==> src/rtl/apool_pkg.sv <==
// Shared types, constants and helpers for the average pooling block.
// No dependencies; used by the block's modules, its checker and its testbench.
package apool_pkg;

    localparam int DEF_MAX_ROWS     = 32;
    localparam int DEF_MAX_COLS     = 32;
    localparam int DEF_MAX_CHANNELS = 32;
    localparam int DEF_MAX_WINDOW   = 8;

    typedef enum logic
    {
        CMD_WRITE = 1'b0,
        CMD_POOL  = 1'b1
    } cmd_t;

    typedef enum logic [2:0]
    {
        CFG_MAP_HEIGHT      = 3'd0,
        CFG_MAP_WIDTH       = 3'd1,
        CFG_CHANNEL_COUNT   = 3'd2,
        CFG_WINDOW_HEIGHT   = 3'd3,
        CFG_WINDOW_WIDTH    = 3'd4,
        CFG_STEP_SIZE       = 3'd5,
        CFG_PAD_AMOUNT      = 3'd6,
        CFG_AREA_RECIPROCAL = 3'd7
    } cfg_idx_t;

    typedef enum logic [2:0]
    {
        ST_IDLE,
        ST_SCAN,
        ST_DRAIN,
        ST_MULT,
        ST_WAIT,
        ST_FINISH
    } state_t;

    typedef struct packed
    {
        cmd_t               cmd;
        logic [4:0]         map_row;
        logic [4:0]         map_col;
        logic [4:0]         chan;
        logic signed [15:0] sample;
        logic [4:0]         out_row;
        logic [4:0]         out_col;
    } in_item_t;

    typedef struct packed
    {
        logic signed [15:0] average;
        logic [4:0]         chan_echo;
    } out_item_t;

    typedef struct packed
    {
        cfg_idx_t    index;
        logic [16:0] data;
    } cfg_write_t;

    typedef struct packed
    {
        logic [5:0]  map_height;
        logic [5:0]  map_width;
        logic [5:0]  channel_count;
        logic [3:0]  window_height;
        logic [3:0]  window_width;
        logic [3:0]  step_size;
        logic [2:0]  pad_amount;
        logic [16:0] area_reciprocal;
    } cfg_t;

    localparam cfg_t CFG_RESET = '{
        map_height:      6'd32,
        map_width:       6'd32,
        channel_count:   6'd32,
        window_height:   4'd2,
        window_width:    4'd2,
        step_size:       4'd2,
        pad_amount:      3'd0,
        area_reciprocal: 17'd16384
    };

    // index width for a count of n, never below one bit
    function automatic int idx_bits(input int n);
        return (n > 1) ? $clog2(n) : 1;
    endfunction

    // signed width of a sum of up to max_window squared Q8.8 samples
    function automatic int sum_bits(input int max_window);
        return 16 + $clog2(max_window * max_window);
    endfunction

endpackage

==> src/rtl/apool_scale.sv <==
// Two-stage scaler: window sum times Q1.16 reciprocal, round half up, saturate.
// Depends on apool_pkg.
module apool_scale
    import apool_pkg::*;
#(
    parameter int MAX_WINDOW = DEF_MAX_WINDOW
)
(
    input  logic                                     clk,
    input  logic                                     rst_n,
    input  logic                                     start,
    input  logic signed [sum_bits(MAX_WINDOW)-1:0]   sum,
    input  logic [16:0]                              recip,
    output logic                                     done,
    output logic signed [15:0]                       average
);

    localparam int SUM_W  = sum_bits(MAX_WINDOW);
    localparam int PROD_W = SUM_W + 18;
    localparam int QW     = PROD_W + 1 - 16;
    localparam logic signed [QW-1:0] SAT_MAX = QW'(32767);
    localparam logic signed [QW-1:0] SAT_MIN = QW'(-32768);

    logic signed [PROD_W-1:0] prod_reg;
    logic signed [PROD_W-1:0] prod_next;
    logic                     prod_valid_reg;
    logic signed [PROD_W:0]   rnd;
    logic signed [QW-1:0]     quot;
    logic signed [15:0]       avg_reg;
    logic signed [15:0]       avg_next;
    logic                     done_reg;

    assign prod_next = PROD_W'(sum) * PROD_W'($signed({1'b0, recip}));

    // adding half an LSB and flooring gives round to nearest, ties upward
    assign rnd  = $signed({prod_reg[PROD_W-1], prod_reg})
                  + $signed((PROD_W + 1)'(32768));
    assign quot = $signed(rnd[PROD_W:16]);

    always_comb
    begin
        if (quot > SAT_MAX)
        begin
            avg_next = 16'sh7FFF;
        end
        else if (quot < SAT_MIN)
        begin
            avg_next = -16'sh8000;
        end
        else
        begin
            avg_next = quot[15:0];
        end
    end

    always_ff @(posedge clk)
    begin
        if (start)
        begin
            prod_reg <= prod_next;
        end
        if (prod_valid_reg)
        begin
            avg_reg <= avg_next;
        end
    end

    always_ff @(posedge clk or negedge rst_n)
    begin
        if (!rst_n)
        begin
            prod_valid_reg <= 1'b0;
            done_reg       <= 1'b0;
        end
        else
        begin
            prod_valid_reg <= start;
            done_reg       <= prod_valid_reg;
        end
    end

    assign done    = done_reg;
    assign average = avg_reg;

endmodule

==> config.mk <==
export PLATFORM = sky130hd
export DESIGN_NAME = apool_scale
export DESIGN_NICKNAME = d
export VERILOG_FILES = /design/src/rtl/apool_pkg.sv /design/src/rtl/apool_scale.sv
export SDC_FILE = /design/constraint.sdc
export NUM_CORES = 1
export LEC_CHECK = 0
export BUFFER_PORTS_ARGS = -buffer_cell sky130_fd_sc_hd__buf_4
export CORE_MARGIN = 5
export CORE_UTILIZATION = 54
export DETAILED_ROUTE_END_ITERATION = 10
export HOLD_SLACK_MARGIN = 0.1
export PLACE_DENSITY_LB_ADDON = 0.05
export SLEW_MARGIN = 20
export SYNTH_ARGS = -nofsm -noshare
export SYNTH_HDL_FRONTEND = slang
export SYNTH_SLANG_ARGS = --single-unit
==> constraint.sdc <==
create_clock -name clk -period 2.7 [get_ports clk]
set_clock_uncertainty 0.1 [all_clocks]
set_input_delay 0.405 -clock clk [delete_from_list [all_inputs] [get_ports clk]]
set_output_delay 0.405 -clock clk [all_outputs]
set_load 0.02 [all_outputs]
* Word-level counts from Yosys, hierarchy flattened
Index checks and enable logic that the tools add are counted.
** Operators by class
- Magnitude comparators :: 2
- Multipliers :: 1
- Add/sub/neg operators :: 1
- Mux-type cells :: 1
** Operators with widths (number)
- 40-bit by 17-bit adder with 41-bit output (second input constant) :: 1
- 22-bit by 18-bit multiplier with 40-bit output :: 1
- 25-bit by 16-bit > comparator with 1-bit output (second input constant) :: 1
- 25-bit by 16-bit less-than comparator with 1-bit output (second input constant) :: 1
- 16-bit 2-to-1 mux :: 1
** Word-level totals
- Register bits :: 58
- Input port bits :: 42
- Output and inout port bits :: 17
- Logic and storage cells :: 9

* Depth between registers and ports, before layout
- Word-level depth :: 3
- Gate-level depth with buffers :: 24
- Mapped depth without buffers :: 22

* Worst setup path before layout
No wires, ideal clock.
- Path kind :: input -> register
- Start :: in sum[21]
- End :: reg prod_reg[36] (data pin)
- Path slack :: -3931 ps
- Stages :: 21
- Path buffers :: 3
- Setup time :: 180 ps
- Required time :: 2420 ps
- Arrival :: 6351 ps
- Cell sequence :: clkbuf_1 clkbuf_1 nand2_1 fa_1 inv_1 fa_1 fa_1 fa_1 fa_1 inv_1 fa_1 inv_1 ha_1 clkbuf_1 a21o_1 a21o_1 a21oi_1 nand3_1 a21o_1 and2_1 o311ai_1
** Between the ends
- Longest elaborated chain between the ends :: 1
** Ends and longest elaborated chain
- start: declaration :: line apool_scale.sv:12 : input logic signed [sum_bits(MAX_WINDOW)-1:0] sum,
- 22-bit by 18-bit multiplier with 40-bit output :: line apool_scale.sv:33 : assign prod_next = PROD_W'(sum) * PROD_W'($signed({1'b0, recip}));
- named net prod_next[36] :: line apool_scale.sv:25 : logic signed [PROD_W-1:0] prod_next;
- end signal: assignment :: line apool_scale.sv:60 : prod_reg <= prod_next;
- end: declaration :: line apool_scale.sv:24 : logic signed [PROD_W-1:0] prod_reg;
The timed path passes the listed nets, and every way through them passes these cells.
A chain may end at the register's enable or synchronous reset.

* Worst setup path after layout
- Start :: in recip[7]
- End :: reg prod_reg[36] (data pin)
** Between the ends
- Longest elaborated chain between the ends :: 1
** Ends and longest elaborated chain
- start: declaration :: line apool_scale.sv:13 : input logic [16:0] recip,
- 22-bit by 18-bit multiplier with 40-bit output :: line apool_scale.sv:33
- named net prod_next[36] :: line apool_scale.sv:25
The timed path passes the listed nets, and every way through them passes these cells.

==> results.toml <==
[yosys]
syn_area_um2 = 15500
yosys.area.top_type = "fa_1"
avgSynthCellArea_um2 = 9.28
synth_nets = 2182
postSynth.asyncResetShare_pct = 4.65
synth-edff-count = 41
ys_seq_area_share_pct = 8.25
synthCells = 1675
synth_flop_cell = "edfxtp_1"
yosysTopAreaCellShare_pct = 47.5
synthTopCellsByArea = "fa_1 (48%), inv_1 (11%), edfxtp_1 (7.9%)"
ys_types = 66
ys.warnings.count = 0
synth-seq-cells = 43

[placed_design]
place_area_um2 = 18100
place.gp.congestion = 0.922
port_buffers = 58
hpwl_um = 32700

[cells_and_area]
final_util_pct = 67.8
final_area_um2 = 19300
multi_input_area_um2 = 13100
final_common_cell = "inv_1"
largest_reg_flops = 25
seqCellArea_um2 = 1280
fin_nets = 2413
drive_gt1_share_pct = 27.5
nFillCells = 2370
synthToLayoutAreaGrowth_pct = 24.5
n_antenna_cell = 0
layout_common_cells = "inv_1 (404), fa_1 (343), buf_4 (228)"

[sta]
setup_slack_ps = -2790
max-slew-margin-rel_pct = 58.6
setup_viol = 25
hold_viol = 0
fin_crit_ps = 5490
setup_tns_ps = -67490
rsz0062_at_grt = "true"
drv_slew = 0
fin_crit_sh_pct = 203
fmax_ghz = 0.182
hold_slack_ps = 317
tightest_slew_ps = 621

[die]
die_y_um = 180
ios = 59
die_w_um = 180
initial_core_util_pct = 54.4
dieArea_um2 = 32300
row_count = 62
fp.coreArea_um2 = 28500

[critical_path]
rr_worst_depth = 7
crit_path_end_kind = "register"
critPathMaxStageDelay_ps = 550
path_cells = "buf_12 -> buf_12 -> buf_8 -> and2_4 -> fa_1 -> fa_1 -> ha_2 -> fa_1 -> inv_1 -> fa_1 -> inv_1 -> fa_1 -> ha_4 -> nand2_2 -> a2111oi_4 -> a21oi_2 -> o2111ai_4 -> a21o_1 -> and2_4 -> o311ai_2"
r2r_end = "average[1]"
arrival_ps = 5410
r2r-start = "prod_reg[22]"
required_ps = 2620
worstPathMaxFanout = 7
start_kind = "primary input"
r2r_setup_slack_ps = 190
startpoint = "recip[7]"
slowest_stage = "fa_1"
path_class = "primary input to register"
cpMostUsedCell = "fa_1"

[global_route]
grt_max_degree = 27
grt.total_usage_pct = 24.5
grt-ovfl-total = 0
grt_antenna_before_repair = 0
grt_pass1_vias = 13100
grt_pass1_wl_um = 64900

[clock_tree]
cts-root-buf = "clkbuf_16"
insertion_delay_ps = 280
numClockSinks = 43
cts_buffer_depth = 2
cts_buffers = 5
cts_tree = "built"
cts-htree-levels = 2
path_clk_slew_ps = 60

[routing]
post_drt_wl_per_cell_um = 16.5
avgViaCountPerCell = 5.06
drt_drc_violations_left = 0
drtAntennaViolNets = 0
firstDrtPassIters = 4
wirelength_um = 37700
dr.first_iter.drc_count = 435
vias = 11600

[worst_hold_path]
holdPathEnd = "prod_valid_reg"
min_path_type = "primary input to register"
hp-start = "start"
worstHoldPathCells = 1

[flow_run]
cap_violations = 0

[status]
status = "finished with violations"
violations = "setup timing"
per-stage QoR:
stage / cells / worst slack (ps)
2_1_floorplan: 1675 / -3190
3_3_place_gp: 2252 / -3270
3_5_place_dp: 2252 / -3300
4_1_cts: 2279 / -2820
5_1_grt: 2291 / -2960
6_report: 2291 / -2790
cells in the mapped netlist (3+ instances only):
master    count
a211oi_1      6
a21o_1       13
a21oi_1      27
and2_1      171
and3_1       10
clkbuf_1     60
edfxtp_1     41
fa_1        369
ha_1         96
inv_1       452
nand2_1     228
nand2b_1      4
nand3_1      17
nand4_1       5
nor2_1       22
nor2b_1       4
nor3_1        9
nor4b_1       3
o211ai_1      4
o21ai_0      18
o21ai_1       6
o21ai_2      12
o21bai_1      3
or3_1         3
xnor2_1      19
xor2_1       23
layer usage:
layer | vias to the layer above | wire length [um] | track usage (%)
li1 | 5364 | - | -
met1 | 5933 | 14900 | 30.5
met2 | 213 | 20200 | 45.7
met3 | 86 | 943 | 1.39
met4 | 0 | 1720 | 8.38
met5 | - | 0 | 0
worst max-delay path, delay by kind of cell:
family | cells | cell delay (ps)
adder cells (fa/ha/maj) | 7 | 3040
AO/OA/AOI/OAI | 5 | 1070
buffers and inverters | 5 | 470
AND/OR/NAND/NOR | 3 | 400
final cells by class:
type	instances	area share, %
inverter	452	8.79
multi-input combinational	1117	67.9
clock inverter	3	0.123
tap	384	2.48
timing repair buffer	287	13.4
sequential	43	6.62
clock buffer	5	0.647
cells by family (layout without fill, tap and decap cells):
group,after synthesis,after routing,share of synthesized area [%]
buffers and inverters,515,747,12.6
adder cells (fa/ha/maj),465,465,55.3
AND/OR/NAND/NOR,499,499,16.3
multiplexers,2,2,0.129
AO/OA/AOI/OAI,109,109,4.99
flip-flops,43,43,8.25
XOR/XNOR,42,42,2.37
worst max-delay path by stage:
stage,to,cells after the start,slack (ps)
final,prod_reg[36],20,-2790
after global routing,prod_reg[36],20,-2960
after CTS,prod_reg[31],19,-2820
after detailed placement,prod_reg[37],19,-3300
after global placement,prod_reg[30],19,-3270
after floorplan,prod_reg[34],21,-3190
what timing repair did:
action                                 in CTS  in global routing
hold buffers                                1                  0
gates resized for setup                   116                100
cloned                                      1                  2
setup endpoints to repair                  25                 25
setup buffers                              18                 11
endpoints found under the hold margin       2                  0
pin swaps                                 115                100
Power is left out: the tool's default activity adds up to more than one toggle a clock period on the data nets, which glitch-free logic cannot reach.
